[src/hw/rtl/gwni_ram.sv]
// Generic single-port-write, single-port-read synchronous RAM.
module gwni_ram #(
    parameter int DATA_W = 32,
    parameter int ADDR_W = 6
) (
    input  logic              clk,
    input  logic              we,
    input  logic [ADDR_W-1:0] waddr,
    input  logic [DATA_W-1:0] wdata,
    input  logic [ADDR_W-1:0] raddr,
    output logic [DATA_W-1:0] rdata
);

    logic [DATA_W-1:0] mem [1 << ADDR_W];

    always_ff @(posedge clk)
    begin
        if (we)
        begin
            mem[waddr] <= wdata;
        end
    end

    always_ff @(posedge clk)
    begin
        rdata <= mem[raddr];
    end

endmodule

[config.mk]
export PLATFORM = sky130hd
export DESIGN_NAME = gwni_ram
export DESIGN_NICKNAME = d
export VERILOG_FILES = /design/src/hw/rtl/gwni_ram.sv
export SDC_FILE = /design/constraint.sdc
export NUM_CORES = 2
export LEC_CHECK = 0
export ABC_AREA = 1
export ABC_CLOCK_PERIOD_IN_PS = 4850
export BUFFER_PORTS_ARGS = -buffer_cell sky130_fd_sc_hd__buf_2
export CORE_MARGIN = 2
export CORE_UTILIZATION = 43
export DETAILED_ROUTE_END_ITERATION = 8
export HOLD_SLACK_MARGIN = 0.15
export PLACE_DENSITY = 0.65
export REMOVE_ABC_BUFFERS = 1
export SETUP_SLACK_MARGIN = 0.5
export SYNTH_ARGS = -nofsm -noshare
export SYNTH_HDL_FRONTEND = slang
export SYNTH_SLANG_ARGS = --single-unit
[constraint.sdc]
create_clock -name clk -period 4.85 [get_ports clk]
set_clock_uncertainty 0.05 [all_clocks]
set_input_delay 0.485 -clock clk [delete_from_list [all_inputs] [get_ports clk]]
set_output_delay 0.485 -clock clk [all_outputs]
set_load 0.01 [all_outputs]
==> results.toml <==
[run_status]
status = "finished with violations"
violations = "slew limit"

[grt]
grt_max_degree = 201
grt_first_pass_wirelength_um = 342000
gr-total-overflow = 0
antenna_found_initial = 15
track_usage_pct = 23.4
grt_pass1_vias = 50300

[final_layout]
fill_cells = 16500
fin_nets = 6808
final_layout_size_suffix_gt1_share_pct = 8.38
area_growth_pct = 11.6
stdcell_area_mm2 = 0.0924
layoutNonFillerInstCount = 9464
post-route-util_pct = 48.2

[sta]
hold_viol = 0
post-route-period-util_pct = 59.0
final-setup-viol-count = 0
period_needed_ps = 2860
max_freq_mhz = 350
tns_ps = 0
drv_slew = 33
rsz0062_at_grt = "false"
worstMarginPinSlew_ps = 1520
slew_headroom_pct = -1.22

[synth]
synth_top_area_share_pct = 74.3
synth_edf_count = 2048
yosysUniqueCellTypes = 16
ys_seq_area_share_pct = 75.1
synth_ff_type = "edfxtp_1"
ys_ff_latch = 2080
syn_area_per_cell_um2 = 12.2
yosysWarnings = 0
post-synth-top-count-cell = "nand2_1"
synth_commonest_cells = "2,248 x nand2_1, 2,048 x edfxtp_1, 1,907 x nand3_1"
postSynthCellCount = 6769
syn_area_mm2 = 0.0827
netlist_top_cells_area = "edfxtp_1 74%, nand3_1 12%, nand2_1 10%"
synth_area_leader_cell = "edfxtp_1"
ys_async_sr_fraction_pct = 0

[worst_setup_path]
r2r-start = "mem[53][0]"
cp_data_required_time_ps = 5570
crit_cells = 12
crit_path_cell_trace = "buf_8 -> inv_16 -> buf_4 -> buf_4 -> nand2_1 -> nand3_1 -> nand3_1 -> nand3_1 -> nand3_1 -> nand2_1 -> nand2_1 -> nand2_1"
r2r_cells = 8
cp_slowest_cell = "buf_4"
startpoint = "raddr[0]"
worst-path-buf-inv = 4
cp-end-kind = "flip-flop"
worstPathMaxFanout = 200
cpPeakStageDelay_ps = 590
worst_setup_path_start_kind = "input port"
arrival_ps = 3570
crit_family = "buffers and inverters"
criticalPathCategory = "in2reg"

[clocking]
clk_pin_slew_ps = 60
cts_tree = "built"
insertion_delay_ps = 850
clockRootBuffer = "clkbuf_16"
cts_inserted_buffers = 201
clkSinkCount = 2080
cts_htree_levels = 4
cts_buffer_depth = 3
ctsResizeCount = 0

[drt]
drt-total-wl_um = 234000
drt_first_pass_iters = 6
vias_per_cell = 5.68
drt_iter0_markers = 7560
drc = 0
vias = 53800
ant_nets = 0
wl_per_cell_um = 24.7

[die]
initial_core_util_pct = 43.1
coreArea_mm2 = 0.192
boundaryPins = 78
row_count = 161
die_w_um = 443
die_height_um = 443
fp.dieArea_mm2 = 0.196

[place]
place_area_mm2 = 0.0860
dp.cells = 9082
globalplace.congestion = 0.866
port_buffers = 77
hpwl_um = 121000

[job]
maxCapViolations = 0

[worst_hold_path]
whs_path_depth = 1
min_path_type = "in2reg"
min-delay-start = "wdata[13]"

[power_and_ir_drop]
ir_drop_mv = 0.350
leakage_nw = 32.2
power_mw = 37.3
power.density_mw_per_mm2 = 404
## kinds of logic (layout without fill, tap and decap cells)
logic type | count (synthesis) | count (layout) | synth area share [%]
buf+inv | 461 | 622 | 2.78
simple gates | 4228 | 4228 | 22.1
flops | 2080 | 2080 | 75.1
other cells | 0 | 8 | 0
## path summary, 6_finish.rpt
path            endpoint  slack [ps]
max            rdata[23]        1990
min          mem[12][13]         240
max reg2reg     rdata[0]        3130
min reg2reg    rdata[23]         750
## placed cells by master, fill, tap and decap left out, drive strengths merged
cell type / synthesis / routed
clkinvlp: 0 / 2
nand2: 2248 / 2248
bufinv: 0 / 10
buf: 372 / 236
dfxtp: 32 / 32
diode: 0 / 8
nor2: 56 / 56
clkbuf: 77 / 260
dlygate4sd3: 0 / 3
nand4: 9 / 9
inv: 12 / 17
edfxtp: 2048 / 2048
nand3: 1907 / 1907
clkinv: 0 / 94
nor4: 8 / 8
## final cells by class
| type | instances | area [um^2] | share of cell area (%) |
|---|---|---|---|
| Timing Repair Buffer | 239 | 1910 | 2.07 |
| Clock buffer | 260 | 5380 | 5.83 |
| Clock inverter | 111 | 891 | 0.965 |
| Tap cell | 2526 | 3160 | 3.42 |
| Antenna cell | 8 | 20.0 | 0.0217 |
| Sequential cell | 2080 | 62100 | 67.3 |
| Inverter | 12 | 82.6 | 0.0894 |
| Multi-Input combinational cell | 4228 | 18800 | 20.3 |
## routing by layer
metal	vias up	part of all wire [%]	global-route usage [%]
li1	24100	-	-
met1	26400	40	33.5
met2	2864	46	36.5
met3	356	10	4.15
met4	0	3.1	7.45
met5	-	0	0
## flip-flops by register name, indices dropped and copies added (netlist names)
| signal | flops |
|---|---|
| rdata | 32 |
| mem | 2048 |
## metrics by stage
stage	worst slack [ps]	hold WS, ps
floorplan	-1220	534
global placement	1310	741
detailed placement	1320	739
CTS	2180	204
global route	1870	260
finish	1990	235
## report_power, final
| part | internal, mW | switching, mW |
|---|---|---|
| combinational | 0.533 | 1.78 |
| clock | 8.35 | 6.68 |
| sequential | 19.9 | 0.0795 |
| total | 28.8 | 8.53 |
## timing repair
action	4_1_cts	5_1_grt
hold endpoints to repair	33	0
hold buffers	3	0
setup buffers	0	0
Power figures use the tool's default switching activity.
