$ cat src/hw/rtl/gwni_div.sv
// Restoring divider, one quotient bit per cycle, 32-bit saturated result.
module gwni_div (
    input  logic        clk,
    input  logic        rst_n,
    input  logic        start,
    input  logic [63:0] dividend,
    input  logic [47:0] divisor,
    output logic        done,
    output logic [31:0] quotient
);

    logic [47:0] rem_reg, rem_next;
    logic [63:0] quo_reg, quo_next;
    logic [47:0] dvs_reg;
    logic [6:0]  cnt_reg, cnt_next;
    logic        busy_reg, busy_next;
    logic        done_reg, done_next;
    logic [48:0] trial;
    logic [48:0] diff;

    always_comb
    begin
        trial     = {rem_reg, quo_reg[63]};
        diff      = trial - {1'b0, dvs_reg};
        rem_next  = rem_reg;
        quo_next  = quo_reg;
        cnt_next  = cnt_reg;
        busy_next = busy_reg;
        done_next = 1'b0;
        if (start)
        begin
            rem_next  = '0;
            quo_next  = dividend;
            cnt_next  = '0;
            busy_next = 1'b1;
        end
        else if (busy_reg)
        begin
            if (!diff[48])
            begin
                rem_next = diff[47:0];
                quo_next = {quo_reg[62:0], 1'b1};
            end
            else
            begin
                rem_next = trial[47:0];
                quo_next = {quo_reg[62:0], 1'b0};
            end
            cnt_next = cnt_reg + 7'd1;
            if (cnt_reg == 7'd63)
            begin
                busy_next = 1'b0;
                done_next = 1'b1;
            end
        end
    end

    always_ff @(posedge clk or negedge rst_n)
    begin
        if (!rst_n)
        begin
            busy_reg <= 1'b0;
            done_reg <= 1'b0;
            cnt_reg  <= '0;
        end
        else
        begin
            busy_reg <= busy_next;
            done_reg <= done_next;
            cnt_reg  <= cnt_next;
        end
    end

    always_ff @(posedge clk)
    begin
        rem_reg <= rem_next;
        quo_reg <= quo_next;
        if (start)
        begin
            dvs_reg <= divisor;
        end
    end

    assign done     = done_reg;
    assign quotient = (quo_reg[63:32] != 32'd0) ? 32'hFFFF_FFFF : quo_reg[31:0];

endmodule

$ cat config.mk
export PLATFORM = sky130hd
export DESIGN_NAME = gwni_div
export DESIGN_NICKNAME = d
export VERILOG_FILES = /design/src/hw/rtl/gwni_div.sv
export SDC_FILE = /design/constraint.sdc
export NUM_CORES = 1
export LEC_CHECK = 0
export ABC_AREA = 0
export ABC_CLOCK_PERIOD_IN_PS = 4500
export BUFFER_PORTS_ARGS = -buffer_cell sky130_fd_sc_hd__buf_2
export CAP_MARGIN = 20
export CORE_AREA = 2 2 160 162
export CTS_BUF_LIST = sky130_fd_sc_hd__clkbuf_8
export DETAILED_ROUTE_END_ITERATION = 10
export DIE_AREA = 0 0 162 164
export HOLD_SLACK_MARGIN = 0.15
export PLACE_DENSITY = 0.69
export SLEW_MARGIN = 20
export SYNTH_ARGS = -nofsm -noshare
export SYNTH_HDL_FRONTEND = slang
export SYNTH_SLANG_ARGS = --single-unit
$ cat constraint.sdc
create_clock -name clk -period 4.5 [get_ports clk]
set_input_delay 0.9 -clock clk [delete_from_list [all_inputs] [get_ports clk]]
set_output_delay 0.9 -clock clk [all_outputs]
set_load 0.01 [all_outputs]
==> impl_metrics.csv <==
group,metric,value,unit
run_status,outcome,"complete, no violations",
placement,io_buffer_count,147,
power_and_ir_drop,power.total,5.73,mW
floorplanning,horizontal_die_dimension,162,um
finish,mostFrequentLayoutCell,"buf_2",
sta,final.min_clock_period,4.02,ns
clocking,cts_max_path_buffers,2,
sta,final_worst_path_period_share,89.4,%
floorplanning,start_util,39.3,%
critical_path,worstSetupEndpointType,"register",
clocking,cts_resized,0,
floorplanning,core_area,24800,um^2
run,cap_viol_max_count,0,
floorplanning,die_height,164,um
placement,detailedPlace.worstSlack,0.513,ns
drt,antenna_violating_nets_post_route,0,
grt,total_global_routing_track_utilization,17.0,%
critical_path,timing.critical_path.slowest_stage_cell,"buf_4",
synth,dominantRegCellSynth,"edfxtp_1",
drt,drt_first_pass_iters,5,
critical_path,path_max_fanout,31,
placement,placement.cell_area,10800,um^2
sta,fmax,248,MHz
drt,drc,0,
clocking,postCtsSetupRepairBufs,0,
sta,fin_worst_skew,0.0147,ns
finish,multi_input_comb_area,4790,um^2
critical_path,critical_path.cell_chain,"inv_1, ha_1, inv_1, fa_1, a21o_1, a221o_2, a31oi_4, o41ai_4, o2111ai_2, a21o_1, and2_4, o311a_2, buf_4, mux2i_1, a211oi_1",
sta,max_slew_violations,0,
placement,detailedPlacementHpwl,15700,um
power_and_ir_drop,cellLeakagePower,4.62,nW
drt,totalWireLength,22300,um
floorplanning,count_of_pins_on_the_block_boundary,148,
critical_path,start_kind,"register",
critical_path,critical_path.max_stage_delay,0.44,ns
sta,final.setup.worst_slack,0.475,ns
drt,vias,7398,
finish,final_area,11200,um^2
clocking,tritoncts.num_buffers,17,
synth,asyncSetResetFlopFracSynth,5.33,%
finish,fill_cells,2408,
sta,max-slew-margin-rel,28.1,%
grt,grt.met3_usage,5.96,%
synth,postSynthCellCount,932,
clocking,clock-root-buffer,"clkbuf_8",
sta,final_setup_violating_endpoints,0,
clocking,cts_tree,"done",
clocking,cts_htree_levels,4,
finish,final_layout_size_suffix_gt1_share,24.8,%
sta,hold_ws,0.273,ns
critical_path,worst_r2r_startpoint,"quo_reg[63]$_DFFE_PP_",
synth,synth_top_area_share,34.4,%
drt,viasPerCell,5.26,
critical_path,worst_ep_required,4.86,ns
clocking,worst_setup_hold_path_clk_slew,0.10,ns
clocking,tritoncts_num_sinks,169,
finish,finish.utilization,45.0,%
synth,postSynthNetCount,1097,
critical_path,critical_path.top_delay_family,"compound AO/OA/AOI/OAI gates",
synth,ys_seq_elements,169,
floorplanning,core.rowCount,58,
clocking,postCtsHoldBufs,0,
worst_hold_path,min_path_type,"input pin to async pin",
finish,final_nets,1225,
sta,tightest_slew,1.08,ns
power_and_ir_drop,power-per-cell-area,514,nW/um^2
placement,routabilityCongestion,0.850,
critical_path,regToRegEndpoint,"rem_reg[23]$_SDFFE_PP0P_",
placement,placed_cells_incl_taps,1371,
sta,fin_setup_tns,0,ns
finish,final-seq-area,4550,um^2
critical_path,buffer_and_inverter_count_on_the_worst_path,3,
critical_path,reg2reg_slack,0.48,ns
grt,grt_first_pass_wirelength,36300,um
grt,grt_start_max_net_pins,97,
drt,drt-wirelength-per-cell,15.8,um
synth,avg_synthesized_cell_area,10.5,um^2
clocking,clkLatencyLatePin,0.47,ns
critical_path,timing_worst_setup_path_type,"register to register",
finish,mostFrequentLayoutCells,"146 x buf_2, 112 x edfxtp_1, 68 x nor2_1, 64 x mux2_2, 61 x nand2_1",
critical_path,critical_path_arrival,4.39,ns
grt,gr-max-usage-layer,"met2",
power_and_ir_drop,ir_worst_vdd,0.230,mV
synth,ys_types,66,
finish,largest_register_ffs,64,
grt,global_route.overflow_total,0,
synth,syn-cell-area,9770,um^2
drt,initialDrtViolationCount,297,
critical_path,worstRegToRegCells,15,
finish,instances_no_fill,1407,
grt,grt_pass1_vias,7266,
synth,edff_count_synth,112,
grt,grt.met2_usage,28.0,%
synth,synth_top_cells_by_area,"edfxtp_1 34%, dfxtp_1 9.8%, mux2_2 7.4%",
grt,grt_antenna_before_repair,8,
sta,grt_setup_unrepaired,"no",
grt,globalRouteMet1Util,21.4,%
floorplanning,fp.dieArea,26600,um^2
finish,area_growth_syn_to_layout,14.3,%
synth,yosysTopAreaCell,"edfxtp_1",
sta,final_hold_viol_count,0,
synth,yosysWarnings,0,
synth,sequential_cell_area_fraction_in_the_yosys_report,46.6,%
==> routing by layer <==
layer	wire [um]	vias to the layer above
met1	10000	3484
met5	52	-
met3	1610	28
met4	254	8
met2	10300	178
li1	-	3700
==> power by group <==
part	internal (mW)	switching [mW]
Combinational	1.15	1.39
Sequential	1.96	0.195
Clock	0.402	0.642
Total	3.51	2.22
==> kinds of logic (layout without fill, tap and decap cells) <==
kind of cell	count (synthesis)	in the layout	share of synthesized area (%)
adder cells (fa/ha/maj)	50	50	6.48
AO/OA/AOI/OAI	207	207	14.4
other	0	4	0
buffers and inverters	105	246	4.34
AND/OR/NAND/NOR	253	253	12.8
XOR/XNOR	43	43	3.86
multiplexers	105	105	11.6
flip-flops	169	169	46.6
==> layout make-up <==
cell class              instances  area share (%)
diodes                          4          0.0897
clock buffers                  17            2.10
clock inverters                15            1.22
inverters                      58            1.95
multi-input cells             658            42.9
flip-flops and latches        169            40.8
well taps                     330            3.70
repair buffers                156            7.25
==> how the worst max path moves through the flow <==
stage	from	endpoint	slack [ns]	depth (start not counted)
detailed placement	quo_reg[63]$_DFFE_PP_	rem_reg[25]$_SDFFE_PP0P_	0.51	15
CTS	quo_reg[63]$_DFFE_PP_	rem_reg[23]$_SDFFE_PP0P_	0.50	15
finish	quo_reg[63]$_DFFE_PP_	rem_reg[23]$_SDFFE_PP0P_	0.48	15
global placement	quo_reg[63]$_DFFE_PP_	rem_reg[24]$_SDFFE_PP0P_	0.66	15
global route	quo_reg[63]$_DFFE_PP_	rem_reg[23]$_SDFFE_PP0P_	0.21	15
floorplan	quo_reg[63]$_DFFE_PP_	rem_reg[40]$_SDFFE_PP0P_	1.00	17
==> Yosys cell counts, drive strengths merged (2+ instances only) <==
library cell	n
nand4	10
and3	16
o211ai	4
a21o	26
a21boi	2
dfrtp	9
nor3b	2
a21oi	53
nor3	8
o21a	8
a31oi	4
o31ai	6
and2	6
nand3	18
o21ai	40
xnor2	27
a211oi	33
or2	3
nor2	68
o41ai	2
nor2b	7
edfxtp	112
nand2	61
nor4	10
a41oi	3
dfxtp	48
nand3b	3
xor2	16
ha	49
mux2	64
a221o	3
o2111ai	4
mux2i	41
a311oi	2
inv	58
a311o	2
clkbuf	37
buf	10
o21bai	5
or3	36
==> worst reg2reg max path: stages, from the launching register on <==
cell	delay (ns)
edfxtp_1	0.41
inv_1	0.09
ha_1	0.17
inv_1	0.06
fa_1	0.40
a21o_1	0.20
a221o_2	0.39
a31oi_4	0.25
o41ai_4	0.13
o2111ai_2	0.37
a21o_1	0.25
and2_4	0.17
o311a_2	0.16
buf_4	0.44
mux2i_1	0.16
a211oi_1	0.28
(Power assumes the default switching activity.)
