--- src/hw/rtl/gwni_pkg.sv ---
// Shared types and constants of the gradient-weighted nearest interpolator.
package gwni_pkg;

    localparam int MAX_REFS = 64;
    localparam int MAX_DIMS = 8;
    localparam int REF_AW   = 6;
    localparam int DIM_AW   = 3;
    localparam int SUM_W    = 48;
    localparam int ACC_W    = 56;
    localparam int MAG_W    = 48;

    typedef enum logic [2:0] {
        CMD_LOAD   = 3'd0,
        CMD_KNOWN  = 3'd1,
        CMD_PROBE  = 3'd2,
        CMD_REPORT = 3'd3,
        CMD_CLEAR  = 3'd4
    } gwni_cmd_t;

    localparam logic [1:0] ST_OK      = 2'd0;
    localparam logic [1:0] ST_NO_REFS = 2'd1;
    localparam logic [1:0] ST_ZERO_VOL = 2'd2;

    typedef enum logic [2:0] {
        S_IDLE,
        S_SCAN,
        S_SCAN_DRAIN,
        S_INTERP,
        S_INTERP_DRAIN,
        S_FINISH,
        S_DIV,
        S_EMIT
    } gwni_state_t;

    // tag that travels with each memory read through the term pipeline
    typedef struct packed {
        logic              fin;
        logic              first_k;
        logic              last_k;
        logic [DIM_AW-1:0] k;
        logic [REF_AW-1:0] idx;
    } gwni_tag_t;

    typedef struct packed {
        logic             valid;
        logic             neg;
        logic [MAG_W-1:0] mag;
        gwni_tag_t        tag;
    } gwni_term_t;

endpackage

--- src/hw/rtl/gwni_term_pipe.sv ---
// Term pipeline: dx, magnitudes, product, truncated Q32.16 magnitude.
module gwni_term_pipe (
    input  logic              clk,
    input  logic              rst_n,
    input  logic              issue,
    input  gwni_pkg::gwni_tag_t issue_tag,
    input  logic [31:0]       issue_q,
    input  logic [31:0]       coord,
    input  logic [31:0]       grad,
    output gwni_pkg::gwni_term_t term
);

    logic                s1_v_reg, s2_v_reg, s3_v_reg;
    gwni_pkg::gwni_tag_t s1_tag_reg, s2_tag_reg, s3_tag_reg;
    logic [31:0]         s1_q_reg;
    logic [32:0]         s2_mdx_reg;
    logic [31:0]         s2_mg_reg;
    logic                s2_neg_reg, s3_neg_reg;
    logic [64:0]         s3_prod_reg;
    logic [32:0]         dx;
    logic [32:0]         mdx;
    logic [31:0]         mg;

    always_comb
    begin
        dx  = {s1_q_reg[31], s1_q_reg} - {coord[31], coord};
        mdx = dx[32] ? 33'(-dx) : dx;
        mg  = grad[31] ? 32'(-grad) : grad;
    end

    always_ff @(posedge clk or negedge rst_n)
    begin
        if (!rst_n)
        begin
            s1_v_reg <= 1'b0;
            s2_v_reg <= 1'b0;
            s3_v_reg <= 1'b0;
        end
        else
        begin
            s1_v_reg <= issue;
            s2_v_reg <= s1_v_reg;
            s3_v_reg <= s2_v_reg;
        end
    end

    always_ff @(posedge clk)
    begin
        s1_tag_reg  <= issue_tag;
        s1_q_reg    <= issue_q;
        s2_tag_reg  <= s1_tag_reg;
        s2_mdx_reg  <= mdx;
        s2_mg_reg   <= mg;
        s2_neg_reg  <= dx[32] ^ grad[31];
        s3_tag_reg  <= s2_tag_reg;
        s3_neg_reg  <= s2_neg_reg;
        s3_prod_reg <= 65'(s2_mdx_reg) * 65'(s2_mg_reg);
    end

    assign term.valid = s3_v_reg;
    assign term.neg   = s3_neg_reg;
    assign term.mag   = s3_prod_reg[63:16];
    assign term.tag   = s3_tag_reg;

endmodule

--- config.mk ---
export PLATFORM = sky130hd
export DESIGN_NAME = gwni_term_pipe
export DESIGN_NICKNAME = d
export VERILOG_FILES = /design/src/hw/rtl/gwni_pkg.sv /design/src/hw/rtl/gwni_term_pipe.sv
export SDC_FILE = /design/constraint.sdc
export NUM_CORES = 2
export LEC_CHECK = 0
export BUFFER_PORTS_ARGS = -buffer_cell sky130_fd_sc_hd__clkbuf_2
export CAP_MARGIN = 20
export CELL_PAD_IN_SITES_DETAIL_PLACEMENT = 1
export CELL_PAD_IN_SITES_GLOBAL_PLACEMENT = 2
export CORE_ASPECT_RATIO = 1.4
export CORE_MARGIN = 10
export CORE_UTILIZATION = 40
export DETAILED_ROUTE_END_ITERATION = 6
export GPL_TIMING_DRIVEN = 0
export PLACE_DENSITY = 0.92
export SKIP_LAST_GASP = 1
export SYNTH_ARGS = -nofsm -noshare
export SYNTH_HDL_FRONTEND = slang
export SYNTH_SLANG_ARGS = --single-unit
--- constraint.sdc ---
create_clock -name clk -period 18 [get_ports clk]
set_input_delay 3.6 -clock clk [delete_from_list [all_inputs] [get_ports clk]]
set_output_delay 3.6 -clock clk [all_outputs]
set_load 0.005 [all_outputs]
==> out/metrics.cfg <==
[synthesis]
mappedNetlistNets=5754
largest_cells_by_area_after_synthesis=sky130_fd_sc_hd__fa_1, sky130_fd_sc_hd__inv_1, sky130_fd_sc_hd__dfxtp_1
synth.ff_latch_count=186
netlist_area_sq_um=40480
synth_flop_cell=sky130_fd_sc_hd__dfxtp_1
post-synth-top-count-cell=sky130_fd_sc_hd__inv_1
yosysWarningCount=0
ys_async_sr_fraction_pct=1.613
synth.lib_cells_used.distinct=76
netlist_instances=4429
synthTopCellsByCount=sky130_fd_sc_hd__inv_1, sky130_fd_sc_hd__fa_1, sky130_fd_sc_hd__nand2_1
synth_top_area_share_pct=45.75
yosys.area.top_type=sky130_fd_sc_hd__fa_1
synth_edf_count=0
part_of_the_yosys_area_used_for_sequential_elements_pct=9.236
mean_instance_size_in_the_synthesized_netlist_sq_um=9.139

[critical_path]
critPathRequiredTime_ps=18450
reg2reg_slack_ps=7890
last_element_of_the_critical_path=s3_prod_reg[61]
worst_r2r_path_depth=30
worst_setup_path_end_kind=register
critPathMostFrequentCell=sky130_fd_sc_hd__fa_1
critical_path_source_type=register
r2r_end=s3_prod_reg[61]
r2r_start=s2_mg_reg[11]
critical_path_peak_fanout=10
slowest_delay_ps=960
worstPathArrival_ps=10570
criticalPathCategory=reg -> reg
timing.critical_path.slowest_stage_cell=sky130_fd_sc_hd__clkbuf_1
crit_start=s2_mg_reg[11]

[clocking]
clock_tree.htree_level_count=4
buffer_levels_on_the_longest_clock_path=2
tritoncts=done
cts_setup_buffers=0
numClockSinks=186
clk_pin_slew_ps=80
cts_root_buffer=sky130_fd_sc_hd__clkbuf_16
cts_made_buffers=17
post_cts_resize_count=0
holdBufCountCts=0
worst_skew_pair_later_pin_latency_ps=560

[min_path]
worst_hold_path_type=reg -> reg

[global_route]
antenna_found_initial=27
gr-usage-all-layers_pct=27.71
maximum_number_of_pins_on_one_net_before_global_route_repair=22
grt_first_pass_wirelength_um=231600
via_count_of_the_first_global_routing_pass=36737
grt_remaining_overflow=0

[die]
ioPinCount=173
die_area_sq_um=114500
floorplan.initialDensity_pct=40.14
floorplan.core_area_sq_um=100800
rows=138
die_w_um=288.9
floorplan.die.height_um=396.4

[finish]
area_growth_syn_to_layout_pct=8.151
finish.net_count=5952
fillerInstances=11961
largest_register_ff_count=48
final_layout_size_suffix_gt1_share_pct=5.108

[job]
drv_cap=0

[routing]
detail_route.wl_per_cell_um=26.14
initialDrtViolationCount=2084
antenna_left=0
detailroute.via_count=32730
post_drt_via_cell_ratio=5.462
routed_wl_um=156600
drt_drc_violations_left=0
number_of_optimization_iterations_in_the_first_detailed_route_pass=5

[sta]
timing.slew.headroom_pct=15.90
setup_viol=0
timing.final.hold_violations=0
timing.final.max_slew_violations=0
period_share_pct=56.18
final_setup_skew_ps=28.27
worstMarginPinSlew_ps=1262
timing.setup.tns_ps=0
finalWorstPathRequiredPeriod_ps=10110
maxClockFrequency_mhz=98.89
grt_setup_unrepaired=no

[place]
globalplace.congestion=1.060
place.port_buffers=172
detailedPlacementHpwl_um=133200

[run_status]
status=complete, no violations

## critical path, delay by kind of cell, from the launching register on
family	cells	cell delay [ps]
xor gates and xnor gates	1	150
DFF	1	690
and+or+nand+nor	2	400
AOI/OAI and AO/OA	8	2580
buffers and inverters	10	1830
adders and majority gates	9	4350
## area by class of cell
cell class	instances	area [sq um]	share of cell area, %
well taps	1330	1664	3.801
clock inverters	15	216.5	0.4945
multi-input cells	3031	32180	73.50
plain buffers	223	849.6	1.941
repair buffers	179	938.4	2.144
diodes	22	55.05	0.1258
flip-flops and latches	186	3739	8.540
clock buffers	17	425.4	0.9718
inverters	989	3712	8.480
## per-layer routing
metal  GRT usage [%]  wire length [um]  up-vias
li1                -                 -    13502
met1           29.44             53170    16946
met2           48.61             78830     1625
met3           5.727             11600      651
met4           19.03             12980        6
met5               0                42        -
## worst min-delay path by stage
| stage | from | end | slack, ps | cells past startpoint |
|---|---|---|---|---|
| finish | s1_tag_reg[1] | s2_tag_reg[1] | 330 | 0 |
| global route | s2_tag_reg[3] | term[3] | 330 | 0 |
| CTS | s1_tag_reg[1] | s2_tag_reg[1] | 330 | 0 |
| detailed placement | s2_tag_reg[2] | term[2] | 310 | 0 |
| global placement | s1_tag_reg[7] | s2_tag_reg[7] | 310 | 0 |
| floorplan | s1_tag_reg[0] | s2_tag_reg[0] | 310 | 0 |
## cells in the final DEF (no fill, tap or decap), types with 7 or more instances in the layout
master / n
sky130_fd_sc_hd__inv_1: 987
sky130_fd_sc_hd__fa_1: 925
sky130_fd_sc_hd__nand2_1: 636
sky130_fd_sc_hd__and2_1: 511
sky130_fd_sc_hd__ha_1: 289
sky130_fd_sc_hd__clkbuf_1: 215
sky130_fd_sc_hd__dfxtp_1: 183
sky130_fd_sc_hd__clkbuf_2: 173
sky130_fd_sc_hd__xnor2_1: 99
sky130_fd_sc_hd__a21oi_1: 92
sky130_fd_sc_hd__nor2_1: 71
sky130_fd_sc_hd__o21ai_0: 60
sky130_fd_sc_hd__a21o_1: 38
sky130_fd_sc_hd__xor2_1: 26
sky130_fd_sc_hd__diode_2: 22
sky130_fd_sc_hd__nand3_1: 22
sky130_fd_sc_hd__nand4_1: 21
sky130_fd_sc_hd__nor3_1: 21
sky130_fd_sc_hd__clkbuf_16: 17
sky130_fd_sc_hd__o31ai_1: 16
sky130_fd_sc_hd__o21ai_1: 15
sky130_fd_sc_hd__and3_1: 14
sky130_fd_sc_hd__a211oi_1: 12
sky130_fd_sc_hd__a31oi_1: 11
sky130_fd_sc_hd__nor2b_1: 10
sky130_fd_sc_hd__o21a_1: 9
sky130_fd_sc_hd__o211ai_1: 8
sky130_fd_sc_hd__or4_1: 8
sky130_fd_sc_hd__nor4_1: 7
sky130_fd_sc_hd__or3_1: 7
## stage by stage
stage,utilization (%),cells,worst slack [ps],cell area (sq um),hold slack (ps)
after floorplan,-,4429,10610,40480,309.6
after global placement,42.65,5931,7355,43000,310.0
after detailed placement,42.67,5934,7540,43030,313.2
after CTS,43.31,5966,7486,43670,333.5
after global routing,43.36,5972,7479,43730,334.9
final,43.41,5992,7888,43780,330.8
## cells by family after synthesis
kind of cell | synth area share, %
xor gates and xnor gates | 2.705
muxes | 0.1267
adders and majority gates | 54.68
DFF | 9.236
and+or+nand+nor | 16.76
buffers and inverters | 11.27
AOI/OAI and AO/OA | 5.221
Power is not shown: default switching activity piles up to over one toggle a cycle in this logic, so the estimate is an artifact.
